[config.mk]
export PLATFORM = sky130hd
export DESIGN_NAME = feathered_circle_overlay_nv12_top
export DESIGN_NICKNAME = d
export VERILOG_FILES = /design/src/fco_pkg.sv /design/src/fco_config.sv /design/src/fco_geom.sv /design/src/fco_div.sv /design/src/fco_blend.sv /design/src/feathered_circle_overlay_nv12_top.sv
export SDC_FILE = /design/constraint.sdc
export NUM_CORES = 2
export LEC_CHECK = 0
export ABC_AREA = 0
export BUFFER_PORTS_ARGS = -buffer_cell sky130_fd_sc_hd__buf_2
export CELL_PAD_IN_SITES_DETAIL_PLACEMENT = 1
export CELL_PAD_IN_SITES_GLOBAL_PLACEMENT = 1
export CORE_ASPECT_RATIO = 1.2
export CORE_MARGIN = 1
export CORE_UTILIZATION = 40
export CTS_BUF_LIST = sky130_fd_sc_hd__clkbuf_4 sky130_fd_sc_hd__clkbuf_8
export CTS_CLUSTER_DIAMETER = 80
export DETAILED_ROUTE_END_ITERATION = 12
export PLACE_DENSITY = 0.74
export SYNTH_ARGS = -nofsm -noshare
export SYNTH_HDL_FRONTEND = slang
export SYNTH_SLANG_ARGS = --single-unit
[constraint.sdc]
create_clock -name clk -period 8.65 [get_ports clk]
set_input_delay 1.2975 -clock clk [delete_from_list [all_inputs] [get_ports clk]]
set_output_delay 1.2975 -clock clk [all_outputs]
set_load 0.05 [all_outputs]
[src/fco_pkg.sv]
// Package for the feathered circle overlay: constants, register indexes and the
// payload and settings structs used by the overlay modules.
// Depends on nothing.
package fco_pkg;

    localparam int unsigned MAX_DIM = 1024;

    // Field widths.
    localparam int unsigned COORD_W = 10;
    localparam int unsigned PT_W    = COORD_W + 1;
    localparam int unsigned SQ_W    = 2 * PT_W;
    localparam int unsigned D2_W    = SQ_W + 1;
    localparam int unsigned R2_W    = 2 * COORD_W;
    localparam int unsigned NUM_W   = R2_W + 8;
    localparam int unsigned Q_W     = 8;
    localparam int unsigned CFG_W   = 10;
    localparam int unsigned IDX_W   = 3;

    // Sample kinds.
    localparam logic FUNC_LUMA   = 1'b0;
    localparam logic FUNC_CHROMA = 1'b1;

    // Register indexes.
    localparam logic [IDX_W-1:0] REG_CENTER_X   = 3'd0;
    localparam logic [IDX_W-1:0] REG_CENTER_Y   = 3'd1;
    localparam logic [IDX_W-1:0] REG_RADIUS     = 3'd2;
    localparam logic [IDX_W-1:0] REG_FEATHER    = 3'd3;
    localparam logic [IDX_W-1:0] REG_FILL_RED   = 3'd4;
    localparam logic [IDX_W-1:0] REG_FILL_GREEN = 3'd5;
    localparam logic [IDX_W-1:0] REG_FILL_BLUE  = 3'd6;

    typedef struct packed {
        logic               func;
        logic [COORD_W-1:0] column;
        logic [COORD_W-1:0] row;
        logic [7:0]         sample_a;
        logic [7:0]         sample_b;
    } pixel_in_t;

    typedef struct packed {
        logic [7:0] result_a;
        logic [7:0] result_b;
        logic       covered;
    } pixel_out_t;

    // Settings and values derived from them; the user must hold them steady while samples flow.
    typedef struct packed {
        logic [COORD_W-1:0] center_x;
        logic [COORD_W-1:0] center_y;
        logic [R2_W-1:0]    r2;
        logic [R2_W-1:0]    inner2;
        logic [R2_W-1:0]    den;
        logic [7:0]         fill_y;
        logic [7:0]         fill_u;
        logic [7:0]         fill_v;
    } cfg_t;

    // Geometry result handed to the divider.
    typedef struct packed {
        logic             func;
        logic [7:0]       sample_a;
        logic [7:0]       sample_b;
        logic             covered;
        logic [NUM_W-1:0] num;
    } geom_out_t;

    // One divider stage: partial remainder and quotient bits so far.
    typedef struct packed {
        logic             func;
        logic [7:0]       sample_a;
        logic [7:0]       sample_b;
        logic             covered;
        logic [NUM_W-1:0] rem;
        logic [Q_W-1:0]   quot;
    } div_stage_t;

endpackage

[src/fco_config.sv]
// Configuration register file for the circle overlay, plus the two register
// stages that derive squared radii, the ring divisor and the fill colour in YUV.
// Depends on fco_pkg.
module fco_config
    import fco_pkg::*;
(
    input  logic               clk,
    input  logic               rst_n,
    input  logic               cfg_write,
    input  logic [IDX_W-1:0]   cfg_index,
    input  logic [CFG_W-1:0]   cfg_data,
    output cfg_t               cfg
);

    logic [COORD_W-1:0] center_x_reg, center_y_reg, radius_reg, feather_reg;
    logic [7:0]         red_reg, green_reg, blue_reg;

    logic [R2_W-1:0]    r2_reg, r2_next;
    logic [R2_W-1:0]    inner2_reg, inner2_next;
    logic [R2_W-1:0]    den_reg, den_next;
    logic [15:0]        ysum_reg, ysum_next;
    logic [15:0]        usum_reg, usum_next;
    logic [15:0]        vsum_reg, vsum_next;
    logic [7:0]         fy_reg, fy_next;
    logic [7:0]         fu_reg, fu_next;
    logic [7:0]         fv_reg, fv_next;
    logic [COORD_W:0]   inner;

    function automatic logic [7:0] sat255(input logic [8:0] v);
        return (v > 9'd255) ? 8'd255 : v[7:0];
    endfunction

    always_ff @(posedge clk or negedge rst_n)
    begin
        if (!rst_n)
        begin
            center_x_reg <= '0;
            center_y_reg <= '0;
            radius_reg   <= '0;
            feather_reg  <= '0;
            red_reg      <= '0;
            green_reg    <= '0;
            blue_reg     <= '0;
        end
        else if (cfg_write)
        begin
            unique case (cfg_index)
                REG_CENTER_X:   center_x_reg <= cfg_data[COORD_W-1:0];
                REG_CENTER_Y:   center_y_reg <= cfg_data[COORD_W-1:0];
                REG_RADIUS:     radius_reg   <= cfg_data[COORD_W-1:0];
                REG_FEATHER:    feather_reg  <= cfg_data[COORD_W-1:0];
                REG_FILL_RED:   red_reg      <= cfg_data[7:0];
                REG_FILL_GREEN: green_reg    <= cfg_data[7:0];
                REG_FILL_BLUE:  blue_reg     <= cfg_data[7:0];
                default:        ;
            endcase
        end
    end

    // First derived stage: squares and the colour sums.
    always_comb
    begin
        inner       = {1'b0, radius_reg} - {1'b0, feather_reg};
        r2_next     = R2_W'(radius_reg) * R2_W'(radius_reg);
        inner2_next = '0;
        if (!inner[COORD_W] && inner != '0)
        begin
            inner2_next = R2_W'(inner[COORD_W-1:0]) * R2_W'(inner[COORD_W-1:0]);
        end
        ysum_next = 16'd66 * 16'(red_reg) + 16'd129 * 16'(green_reg)
                  + 16'd25 * 16'(blue_reg) + 16'd128;
        // The offset keeps these sums positive for every colour.
        usum_next = 16'd112 * 16'(blue_reg) + 16'd32896
                  - 16'd38 * 16'(red_reg) - 16'd74 * 16'(green_reg);
        vsum_next = 16'd112 * 16'(red_reg) + 16'd32896
                  - 16'd94 * 16'(green_reg) - 16'd18 * 16'(blue_reg);
    end

    // Second derived stage: the ring divisor and the clamped fill colour.
    always_comb
    begin
        den_next = r2_reg - inner2_reg + R2_W'(1);
        fy_next  = sat255(9'(ysum_reg[15:8]) + 9'd16);
        fu_next  = sat255(9'(usum_reg[15:8]));
        fv_next  = sat255(9'(vsum_reg[15:8]));
    end

    // Reset values are those derived from all-zero settings, so the block is
    // usable straight after reset.
    always_ff @(posedge clk or negedge rst_n)
    begin
        if (!rst_n)
        begin
            r2_reg     <= '0;
            inner2_reg <= '0;
            ysum_reg   <= 16'd128;
            usum_reg   <= 16'd32896;
            vsum_reg   <= 16'd32896;
            den_reg    <= R2_W'(1);
            fy_reg     <= 8'd16;
            fu_reg     <= 8'd128;
            fv_reg     <= 8'd128;
        end
        else
        begin
            r2_reg     <= r2_next;
            inner2_reg <= inner2_next;
            ysum_reg   <= ysum_next;
            usum_reg   <= usum_next;
            vsum_reg   <= vsum_next;
            den_reg    <= den_next;
            fy_reg     <= fy_next;
            fu_reg     <= fu_next;
            fv_reg     <= fv_next;
        end
    end

    always_comb
    begin
        cfg.center_x = center_x_reg;
        cfg.center_y = center_y_reg;
        cfg.r2       = r2_reg;
        cfg.inner2   = inner2_reg;
        cfg.den      = den_reg;
        cfg.fill_y   = fy_reg;
        cfg.fill_u   = fu_reg;
        cfg.fill_v   = fv_reg;
    end

endmodule

[src/fco_geom.sv]
// Four-stage geometry pipeline: sample point, squared distance, circle and ring
// tests, and the scaled ring offset that feeds the divider.
// Depends on fco_pkg.
module fco_geom
    import fco_pkg::*;
(
    input  logic      clk,
    input  logic      rst_n,
    input  cfg_t      cfg,
    input  logic      in_valid,
    output logic      in_ready,
    input  pixel_in_t in_data,
    output logic      out_valid,
    input  logic      out_ready,
    output geom_out_t out_data
);

    logic v1_reg, v2_reg, v3_reg, v4_reg;
    logic en1, en2, en3, en4;

    // Stage 1: distances along each axis.
    logic            func1_reg;
    logic [7:0]      sa1_reg, sb1_reg;
    logic            frame1_reg, frame1_next;
    logic [PT_W-1:0] adx1_reg, adx1_next, ady1_reg, ady1_next;
    logic [PT_W-1:0] x_pt, y_pt, cx_pt, cy_pt;

    // Stage 2: squares.
    logic            func2_reg, frame2_reg;
    logic [7:0]      sa2_reg, sb2_reg;
    logic [SQ_W-1:0] sqx2_reg, sqx2_next, sqy2_reg, sqy2_next;

    // Stage 3: distance and tests.
    logic            func3_reg;
    logic [7:0]      sa3_reg, sb3_reg;
    logic [D2_W-1:0] d2_3_reg, d2_3_next;
    logic            inside3_reg, inside3_next, ring3_reg, ring3_next;

    // Stage 4: numerator of the ring fraction.
    geom_out_t       s4_reg, s4_next;
    logic [R2_W-1:0] diff;

    assign en4      = !v4_reg || out_ready;
    assign en3      = !v3_reg || en4;
    assign en2      = !v2_reg || en3;
    assign en1      = !v1_reg || en2;
    assign in_ready = en1;

    always_comb
    begin
        cx_pt = {1'b0, cfg.center_x};
        cy_pt = {1'b0, cfg.center_y};
        if (in_data.func == FUNC_CHROMA)
        begin
            // A chroma pair is sampled at (column+1, 2*row+1).
            x_pt        = {1'b0, in_data.column} + PT_W'(1);
            y_pt        = {in_data.row, 1'b1};
            frame1_next = (32'(in_data.row) < MAX_DIM / 2)
                       && (32'(in_data.column) + 32'd1 < MAX_DIM);
        end
        else
        begin
            x_pt        = {1'b0, in_data.column};
            y_pt        = {1'b0, in_data.row};
            frame1_next = (32'(in_data.column) < MAX_DIM) && (32'(in_data.row) < MAX_DIM);
        end
        adx1_next = (x_pt >= cx_pt) ? x_pt - cx_pt : cx_pt - x_pt;
        ady1_next = (y_pt >= cy_pt) ? y_pt - cy_pt : cy_pt - y_pt;
    end

    always_comb
    begin
        sqx2_next = SQ_W'(adx1_reg) * SQ_W'(adx1_reg);
        sqy2_next = SQ_W'(ady1_reg) * SQ_W'(ady1_reg);
    end

    always_comb
    begin
        d2_3_next    = D2_W'(sqx2_reg) + D2_W'(sqy2_reg);
        inside3_next = frame2_reg && (d2_3_next <= D2_W'(cfg.r2));
        ring3_next   = d2_3_next > D2_W'(cfg.inner2);
    end

    always_comb
    begin
        // Inside the circle the distance never exceeds r2, so it fits R2_W bits.
        diff              = R2_W'(d2_3_reg - D2_W'(cfg.inner2));
        s4_next.func      = func3_reg;
        s4_next.sample_a  = sa3_reg;
        s4_next.sample_b  = sb3_reg;
        s4_next.covered   = inside3_reg;
        s4_next.num       = '0;
        if (inside3_reg && ring3_reg && func3_reg == FUNC_LUMA)
        begin
            s4_next.num = (NUM_W'(diff) << 8) - NUM_W'(diff);
        end
    end

    always_ff @(posedge clk or negedge rst_n)
    begin
        if (!rst_n)
        begin
            v1_reg <= 1'b0;
            v2_reg <= 1'b0;
            v3_reg <= 1'b0;
            v4_reg <= 1'b0;
        end
        else
        begin
            if (en1)
            begin
                v1_reg <= in_valid;
            end
            if (en2)
            begin
                v2_reg <= v1_reg;
            end
            if (en3)
            begin
                v3_reg <= v2_reg;
            end
            if (en4)
            begin
                v4_reg <= v3_reg;
            end
        end
    end

    always_ff @(posedge clk)
    begin
        if (en1)
        begin
            func1_reg  <= in_data.func;
            sa1_reg    <= in_data.sample_a;
            sb1_reg    <= in_data.sample_b;
            frame1_reg <= frame1_next;
            adx1_reg   <= adx1_next;
            ady1_reg   <= ady1_next;
        end
        if (en2)
        begin
            func2_reg  <= func1_reg;
            sa2_reg    <= sa1_reg;
            sb2_reg    <= sb1_reg;
            frame2_reg <= frame1_reg;
            sqx2_reg   <= sqx2_next;
            sqy2_reg   <= sqy2_next;
        end
        if (en3)
        begin
            func3_reg   <= func2_reg;
            sa3_reg     <= sa2_reg;
            sb3_reg     <= sb2_reg;
            d2_3_reg    <= d2_3_next;
            inside3_reg <= inside3_next;
            ring3_reg   <= ring3_next;
        end
        if (en4)
        begin
            s4_reg <= s4_next;
        end
    end

    assign out_valid = v4_reg;
    assign out_data  = s4_reg;

endmodule

[src/fco_div.sv]
// Pipelined restoring divider, one quotient bit per stage, for the feather
// fraction. The quotient is known to stay below 255. Depends on fco_pkg.
module fco_div
    import fco_pkg::*;
(
    input  logic       clk,
    input  logic       rst_n,
    input  logic [R2_W-1:0] den,
    input  logic       in_valid,
    output logic       in_ready,
    input  geom_out_t  in_data,
    output logic       out_valid,
    input  logic       out_ready,
    output div_stage_t out_data
);

    div_stage_t st_reg [Q_W];
    div_stage_t st_in  [Q_W];
    logic       v_reg  [Q_W];
    logic       en     [Q_W+1];

    always_comb
    begin
        en[Q_W] = out_ready;
        for (int k = Q_W - 1; k >= 0; k--)
        begin
            en[k] = !v_reg[k] || en[k+1];
        end
    end

    assign in_ready = en[0];

    always_comb
    begin
        st_in[0].func     = in_data.func;
        st_in[0].sample_a = in_data.sample_a;
        st_in[0].sample_b = in_data.sample_b;
        st_in[0].covered  = in_data.covered;
        st_in[0].rem      = in_data.num;
        st_in[0].quot     = '0;
    end

    for (genvar k = 0; k < Q_W; k++)
    begin : g_stage
        logic [NUM_W-1:0] dshift;
        div_stage_t       nxt;
        logic             v_in;

        if (k > 0)
        begin : g_link
            assign st_in[k] = st_reg[k-1];
            assign v_in     = v_reg[k-1];
        end
        else
        begin : g_head
            assign v_in = in_valid;
        end

        // Stage k decides quotient bit Q_W-1-k.
        always_comb
        begin
            dshift = NUM_W'(den) << (Q_W - 1 - k);
            nxt    = st_in[k];
            if (st_in[k].rem >= dshift)
            begin
                nxt.rem               = st_in[k].rem - dshift;
                nxt.quot[Q_W - 1 - k] = 1'b1;
            end
        end

        always_ff @(posedge clk or negedge rst_n)
        begin
            if (!rst_n)
            begin
                v_reg[k] <= 1'b0;
            end
            else if (en[k])
            begin
                v_reg[k] <= v_in;
            end
        end

        always_ff @(posedge clk)
        begin
            if (en[k])
            begin
                st_reg[k] <= nxt;
            end
        end
    end

    assign out_valid = v_reg[Q_W-1];
    assign out_data  = st_reg[Q_W-1];

endmodule

[src/fco_blend.sv]
// Two-stage blend and output register: weights the old luma against the fill
// luma, divides by 255 and selects the result fields. Depends on fco_pkg.
module fco_blend
    import fco_pkg::*;
(
    input  logic       clk,
    input  logic       rst_n,
    input  cfg_t       cfg,
    input  logic       in_valid,
    output logic       in_ready,
    input  div_stage_t in_data,
    output logic       out_valid,
    input  logic       out_ready,
    output pixel_out_t out_data
);

    logic        v1_reg, v2_reg;
    logic        en1, en2;
    logic        func1_reg, cov1_reg;
    logic [7:0]  sa1_reg, sb1_reg;
    logic [15:0] mix1_reg, mix1_next;
    logic [15:0] corr;
    pixel_out_t  out_reg, out_next;

    assign en2      = !v2_reg || out_ready;
    assign en1      = !v1_reg || en2;
    assign in_ready = en1;

    // The quotient is 255 minus alpha, so it weights the old sample.
    always_comb
    begin
        mix1_next = 16'(in_data.sample_a) * 16'(in_data.quot)
                  + 16'(cfg.fill_y) * 16'(8'd255 - in_data.quot);
    end

    // Exact division by 255 for values below 65280.
    always_comb
    begin
        corr              = mix1_reg + 16'd1 + (mix1_reg >> 8);
        out_next.result_a = sa1_reg;
        out_next.result_b = sb1_reg;
        out_next.covered  = cov1_reg;
        if (cov1_reg)
        begin
            if (func1_reg == FUNC_CHROMA)
            begin
                out_next.result_a = cfg.fill_u;
                out_next.result_b = cfg.fill_v;
            end
            else
            begin
                out_next.result_a = corr[15:8];
            end
        end
    end

    always_ff @(posedge clk or negedge rst_n)
    begin
        if (!rst_n)
        begin
            v1_reg <= 1'b0;
            v2_reg <= 1'b0;
        end
        else
        begin
            if (en1)
            begin
                v1_reg <= in_valid;
            end
            if (en2)
            begin
                v2_reg <= v1_reg;
            end
        end
    end

    always_ff @(posedge clk)
    begin
        if (en1)
        begin
            func1_reg <= in_data.func;
            cov1_reg  <= in_data.covered;
            sa1_reg   <= in_data.sample_a;
            sb1_reg   <= in_data.sample_b;
            mix1_reg  <= mix1_next;
        end
        if (en2)
        begin
            out_reg <= out_next;
        end
    end

    assign out_valid = v2_reg;
    assign out_data  = out_reg;

endmodule

[src/feathered_circle_overlay_nv12_top.sv]
// Feathered circle overlay for NV12 video: ties the register file to the
// geometry, divider and blend pipelines. Depends on fco_pkg and all fco_ modules.
//
// Usage: samples enter on in_valid/in_ready/in_data, one beat per luma sample
// (func 0) or per interleaved chroma pair (func 1), and leave on
// out_valid/out_ready/out_data in the same order, one result beat per sample.
// The settings port is a plain write: cfg_write high for one cycle stores
// cfg_data into the register chosen by cfg_index (0 centre x, 1 centre y,
// 2 radius, 3 feather, 4 to 6 red, green, blue); indexes beyond are ignored.
// Write settings only while no beats are in flight.
// Each accepted input beat passes four geometry stages, eight divider stages
// (one quotient bit each) and two blend stages, the last being the output
// register. Throughput is one beat per cycle while the receiver does not stall.
// Every stage holds its own valid bit, so when the receiver stalls the
// pipeline fills its empty stages first and in_ready drops only once the
// stalled result is backed up to the input stage; nothing is lost or repeated.
// Reset clears all settings to zero and empties the pipeline; derived values
// (squared radii, fill colour in YUV) follow the settings through registers.
module feathered_circle_overlay_nv12_top
    import fco_pkg::*;
(
    input  logic             clk,
    input  logic             rst_n,
    input  logic             cfg_write,
    input  logic [IDX_W-1:0] cfg_index,
    input  logic [CFG_W-1:0] cfg_data,
    input  logic             in_valid,
    output logic             in_ready,
    input  pixel_in_t        in_data,
    output logic             out_valid,
    input  logic             out_ready,
    output pixel_out_t       out_data
);

    cfg_t       cfg;
    logic       geom_valid, geom_ready;
    geom_out_t  geom_data;
    logic       div_valid, div_ready;
    div_stage_t div_data;

    fco_config u_config (
        .clk       (clk),
        .rst_n     (rst_n),
        .cfg_write (cfg_write),
        .cfg_index (cfg_index),
        .cfg_data  (cfg_data),
        .cfg       (cfg)
    );

    fco_geom u_geom (
        .clk       (clk),
        .rst_n     (rst_n),
        .cfg       (cfg),
        .in_valid  (in_valid),
        .in_ready  (in_ready),
        .in_data   (in_data),
        .out_valid (geom_valid),
        .out_ready (geom_ready),
        .out_data  (geom_data)
    );

    fco_div u_div (
        .clk       (clk),
        .rst_n     (rst_n),
        .den       (cfg.den),
        .in_valid  (geom_valid),
        .in_ready  (geom_ready),
        .in_data   (geom_data),
        .out_valid (div_valid),
        .out_ready (div_ready),
        .out_data  (div_data)
    );

    fco_blend u_blend (
        .clk       (clk),
        .rst_n     (rst_n),
        .cfg       (cfg),
        .in_valid  (div_valid),
        .in_ready  (div_ready),
        .in_data   (div_data),
        .out_valid (out_valid),
        .out_ready (out_ready),
        .out_data  (out_data)
    );

endmodule
After elaboration in Yosys (flattened, before gate mapping)
Memories as Yosys holds them, arrays and structs flattened.
Cells that the tools add are included.

cells by class
  add/subtract/negate cells = 34
  multipliers = 15
  $lt $le $gt $ge = 15
  equal/unequal tests = 6
  multiplexer cells = 40
  bitwise gates (word level) = 1
  reductions and logical operators = 43

operator list
  operator                                                      number
  2-to-1 mux 28 bit                                             7
  subtractor 28 x 20 -> 28 bit                                  2
  multiplier 11 x 11 -> 22 bit                                  2
  2-to-1 mux 11 bit                                             4
  multiplier 6 x 8 -> 14 bit, first input constant              3
  multiplier 10 x 10 -> 20 bit                                  2
  subtractor 20 bit                                             2
  adder 15 x 16 -> 16 bit, second input constant                2
  less-than comparator 32 x 11 -> 1 bit, second input constant  1
  subtractor 16 x 15 -> 16 bit                                  2
  2-to-1 mux 29 bit                                             1
  >= comparator 28 x 20 -> 1 bit                                1
  >= comparator 28 x 21 -> 1 bit                                1
  >= comparator 28 x 22 -> 1 bit                                1
  >= comparator 28 x 23 -> 1 bit                                1
  >= comparator 28 x 24 -> 1 bit                                1
  >= comparator 28 x 25 -> 1 bit                                1
  >= comparator 28 x 26 -> 1 bit                                1
  >= comparator 28 x 27 -> 1 bit                                1
  subtractor 28 x 21 -> 28 bit                                  1
  subtractor 28 x 22 -> 28 bit                                  1
  subtractor 28 x 23 -> 28 bit                                  1
  subtractor 28 x 24 -> 28 bit                                  1
  subtractor 28 x 25 -> 28 bit                                  1
  other kinds (43)                                              113

storage, ports and cells
  bits in registers = 448
  bits in writable memories = 432
  input port bits = 55
  output and inout bits = 19
  logic and storage cells = 216
  memories = 1

memory list
  memory        depth  bits a word  rd ports  clocked after memory_dff  wr ports  RTL line       RTL
  u_div.st_reg  8      54           8         0                         8         fco_div.sv:17  div_stage_t st_reg [Q_W];

Depth between registers and ports, before layout
  depth in word-level cells = 15
  depth in mapped cells = 32
  depth with buffers taken out = 30

Modules after synthesis
From an unflattened synthesis, not the netlist that was laid out.

unflattened totals
  cells, all modules = 6231
  area total of the unflattened synthesis = 66686.5 um2

by module, submodules not included
  module      instances  cells an instance  area each (um2)  sequential area each (um2)
  fco_div     1          1916               22686.8          12331.8
  fco_config  1          1880               19004.5          4261.6
  fco_geom    1          1809               18403.9          5655.4
  fco_blend   1          626                6591.3           1581.5

Worst setup path after synthesis
No wires, ideal clock.

  path kind = in2out
  from = in out_ready
  to = out in_ready
  arrival time = 6.705 ns
  data required time = 7.352 ns
  path slack = 0.647 ns
  stages on the path = 9
  cells stage by stage = nor2b_1 -> nand2_1 -> nor2_1 -> nand2_1 -> nor2_1 -> and2_1 -> nand3_1 -> inv_1 -> nand3_1

RTL lines
  item             RTL line                                 RTL
  start, declared  feathered_circle_overlay_nv12_top.sv:31  input logic out_ready,
  end, declared    feathered_circle_overlay_nv12_top.sv:28  output logic in_ready,

Worst setup path after layout
  from = reg u_config.radius_reg[1]
  to = reg u_config.inner2_reg[17]

on the way
  longest elaborated chain between the ends = 4

ends and longest elaborated chain
  item                                                                  RTL line           RTL
  start, declared                                                       fco_config.sv:15   logic [COORD_W-1:0] center_x_reg, center_y_reg, radius_reg, feather_reg;
  start signal, assigned                                                fco_config.sv:50   REG_RADIUS: radius_reg <= cfg_data[COORD_W-1:0];
  subtractor 10 x 10 -> 11 bit (*)                                      fco_config.sv:63   inner = {1'b0, radius_reg} - {1'b0, feather_reg};
  branches (longest 2 deep; another with multiplier 10 x 10 -> 20 bit)  n/a
  2-to-1 mux 20 bit (*)                                                 fco_config.sv:66   if (!inner[COORD_W] && inner != '0)
  net u_config.inner2_next[17]                                          fco_config.sv:19   logic [R2_W-1:0] inner2_reg, inner2_next;
  end signal, assigned                                                  fco_config.sv:107  inner2_reg <= inner2_next;
  end, declared                                                         fco_config.sv:19

Mark *: on every way through the listed nets, which the timed path passes.
A chain may end at the register's enable or synchronous reset.

==> run summary <==
• 7218 — Syn Nets
• 0 — hold-critical path depth
• 74 — I/O pins
• 9350 ps — required time of the worst setup path
• u_config.fv_reg[5] — Min-Delay Endpoint
• 0 — global route total overflow
• 158000 um — wire length after detailed routing
• 10.7 um^2 — mean post-synth cell area
• 5 — number of iterations in the first detailed-routing pass
• 0.0230 mm^2 — Sequential cell area
• 8259 — non-filler instance count after layout
• 0.864 — routability congestion estimate from global placement
• 17381 — number of inserted filler cells in the final layout
• adder cells — combinational family with the most area after synthesis
• 0.157 mm^2 — core area
• 0.0636 mm^2 — Mapped Area
• 0 — Hold Fails Final Rpt
• 0 — fin. max-slew vios
• 888 ps — worst slack after detailed placement
• 870 ps — clock latency on the worst-skew pair
• 3 — maximum number of buffers from clock root to sink
• 0.201 — Max-Slew Margin vs Limit
• 19.1 um — Avg WL per Cell
• 0.161 mm^2 — Die ar.
• yes — CTS tree
• 0.231 — Async SR Flop Fraction
• reg -> reg — type of the tightest min-delay check
• 930 ps — Register-to-Register Setup Slack
• 7350 — number of nets at the end of the flow
• 7720 ps — shortest clock period the worst path allows after layout
• 0 — Synth warnings
• sky130_fd_sc_hd__clkbuf_8 — clk root buf
• 0 ps — total negative setup slack
• 439 um — height of the die
• 0.362 — share of synthesized area occupied by flip-flops and latches
• 253000 um — first-pass GRT wire length
• 0.198 — Total GRT Usage
• 0.405 — Initial Util
• 0.892 — portion of the clock cycle consumed by the worst path in the final layout
• 1654 — DRC marker count from the first detailed-route iteration
• 126000 um — half-perimeter wire length of the detailed placement result
• 0 — Post-CTS Repair Setup Buffers
• 376 — flip-flop count of the largest register after layout
• 366 um — horizontal die dimension
• 25 — cell count of the worst reg-to-reg path
• 931 ps — worst setup margin
• 0 — Gates resized, CTS repair
• 101 — number of unique standard cell types used by synthesis
• 0 — number of failing setup endpoints in the final timing report
• no — unrepaired setup endpoints after global routing
• 0 — Max Cap Viol
• u_config.radius_reg[1] — worst r2r src
• 5922 — number of instances in the synthesized netlist
• 9.10% — post-synthesis to final-layout area growth
• 612 — count of flip-flops with a built-in enable after synthesis
• 0.293 — Post-Synth Adder-Cell Area
• 350 ps — Final Hold Slack
• 0.0373 mm^2 — footprint of the multi-input gates
• 43288 — Vias
• 12 — antenna violations before repair
• 0 — Remaining DRCs
• sky130_fd_sc_hd__edfxtp_1 (29%), sky130_fd_sc_hd__ha_1 (16%), sky130_fd_sc_hd__fa_1 (13%) — cell types occupying the most area after synthesis
• 0 — post-cts hold buffer count
• 796 — CTS sink cnt
• 0.289 — area share of the largest cell type after synthesis
• 796 — Synth Register Bits
• sky130_fd_sc_hd__edfxtp_1 — main flop type after synthesis
• 0.114 — post-synthesis simple-gate area fraction
• register — element type at the critical path start
• 8420 ps — worst path arrival time
• 141 — total CTS buffers
• 46.1 ps — worst clock skew
• 0.107 — area fraction in compound gates after synthesis
• 12 — Critical Path Fanout Max
• 159 — num rows
• 4 — CTS H-tree depth
• 0 — final antenna-violating net count
• 73 — number of input and output port buffers inserted
• 8004 — number of placed instances with taps included
• 60 ps — CTS clock-pin slew for the worst setup and hold paths
• reg -> reg — worst setup path class
• 0.0530 — post-synthesis share of cell area spent on xor and xnor gates
• register — Worst Setup End Kind
• sky130_fd_sc_hd__ha_1 — most common cell after layout, fill and taps aside
• 130 MHz — fmax
• u_config.inner2_reg[17] — endpoint of the worst register-to-register path
• 141 — pin count of the biggest net entering global routing
• sky130_fd_sc_hd__edfxtp_1 — largest area contributor in the synthesized netlist
• 0.0792 — share of cells above drive strength 1
• 48385 — vias in the first global route
• 1190 ps — measured slew at the worst slew-check pin
• sky130_fd_sc_hd__ha_1 (828), sky130_fd_sc_hd__inv_1 (784), sky130_fd_sc_hd__edfxtp_1 (612), sky130_fd_sc_hd__fa_1 (413), sky130_fd_sc_hd__nand2_1 (384) — commonest non-fill, non-tap cells in the layout
• 5.24 — detail-routed via count per cell
• u_config.vsum_reg[13] — HP Start
• finished, final reports clean — outcome
• 0.0181 — share of cell area taken by muxes after synthesis
per-layer routing:
layer  up-vias  track usage  part of all wire
li1      20693            -                 -
met1     21794        0.221              0.41
met2       523        0.377              0.53
met3       264       0.0309             0.031
met4        14       0.0699             0.033
met5         -            0           0.00056
synth_stat cells, drive strengths merged (90+ instances only):
library cell	instances
ha	828
nand2b	105
fa	413
edfxtp	612
nand2	387
inv	787
clkbuf	97
a21oi	289
xnor2	260
xor2	123
a21o	143
o21ai	264
nor2b	109
nor2	294
and2	153
nand3	90
dfrtp	178
how the worst max path moves through the flow:
stage	from	end
6_report	u_config.radius_reg[1]	u_config.inner2_reg[17]
5_1_grt	u_config.radius_reg[1]	u_config.inner2_reg[17]
4_1_cts	u_config.radius_reg[1]	u_config.inner2_reg[17]
3_5_place_dp	u_config.radius_reg[1]	u_config.inner2_reg[17]
3_3_place_gp	u_config.radius_reg[1]	u_config.inner2_reg[17]
2_1_floorplan	out_ready	in_ready
final cells by class:
cell class / instances / area share
antenna: 1 / 0.0000361
clock buffer: 204 / 0.0358
clock inverter: 50 / 0.00664
inverter: 790 / 0.0427
multi-input combinational: 4226 / 0.537
sequential: 796 / 0.331
tap: 2093 / 0.0377
timing repair buffer: 99 / 0.00839
metrics by stage:
stage	area (um^2)	util
2_1_floorplan	63600	-
3_3_place_gp	66400	0.423
3_5_place_dp	66400	0.423
4_1_cts	69400	0.441
5_1_grt	69400	0.441
6_report	69400	0.441
worst max-delay path, stage by stage, from the launching register on:
cell and delay [ps]:
sky130_fd_sc_hd__dfrtp_1 530, sky130_fd_sc_hd__ha_1 290, sky130_fd_sc_hd__nor2b_1 120, sky130_fd_sc_hd__o21ai_0 210, sky130_fd_sc_hd__a21boi_0 160, sky130_fd_sc_hd__o21ai_0 270, sky130_fd_sc_hd__a21oi_1 150, sky130_fd_sc_hd__or4_1 510
sky130_fd_sc_hd__o311a_1 260, sky130_fd_sc_hd__nand2b_1 280, sky130_fd_sc_hd__fa_1 550, sky130_fd_sc_hd__fa_1 560, sky130_fd_sc_hd__inv_1 60, sky130_fd_sc_hd__fa_1 500, sky130_fd_sc_hd__fa_1 550, sky130_fd_sc_hd__inv_1 50
sky130_fd_sc_hd__fa_1 530, sky130_fd_sc_hd__inv_1 40, sky130_fd_sc_hd__ha_1 360, sky130_fd_sc_hd__and3_1 220, sky130_fd_sc_hd__a211oi_1 370, sky130_fd_sc_hd__o31ai_1 210, sky130_fd_sc_hd__a2111oi_0 480, sky130_fd_sc_hd__a21oi_1 100
sky130_fd_sc_hd__xnor2_1 150, sky130_fd_sc_hd__nor2_1 60
cells by family (layout without fill, tap and decap cells):
family	after synthesis	count (layout)
compound gates	1053	1053
xor+xnor	383	383
simple gates	1441	1441
buf+inv	900	1143
mux	106	106
other cells	1	2
flops	796	796
fa+ha+maj	1242	1242
Power is left out: the tool's default activity adds up to more than one toggle a clock period on the data nets, which glitch-free logic cannot reach.
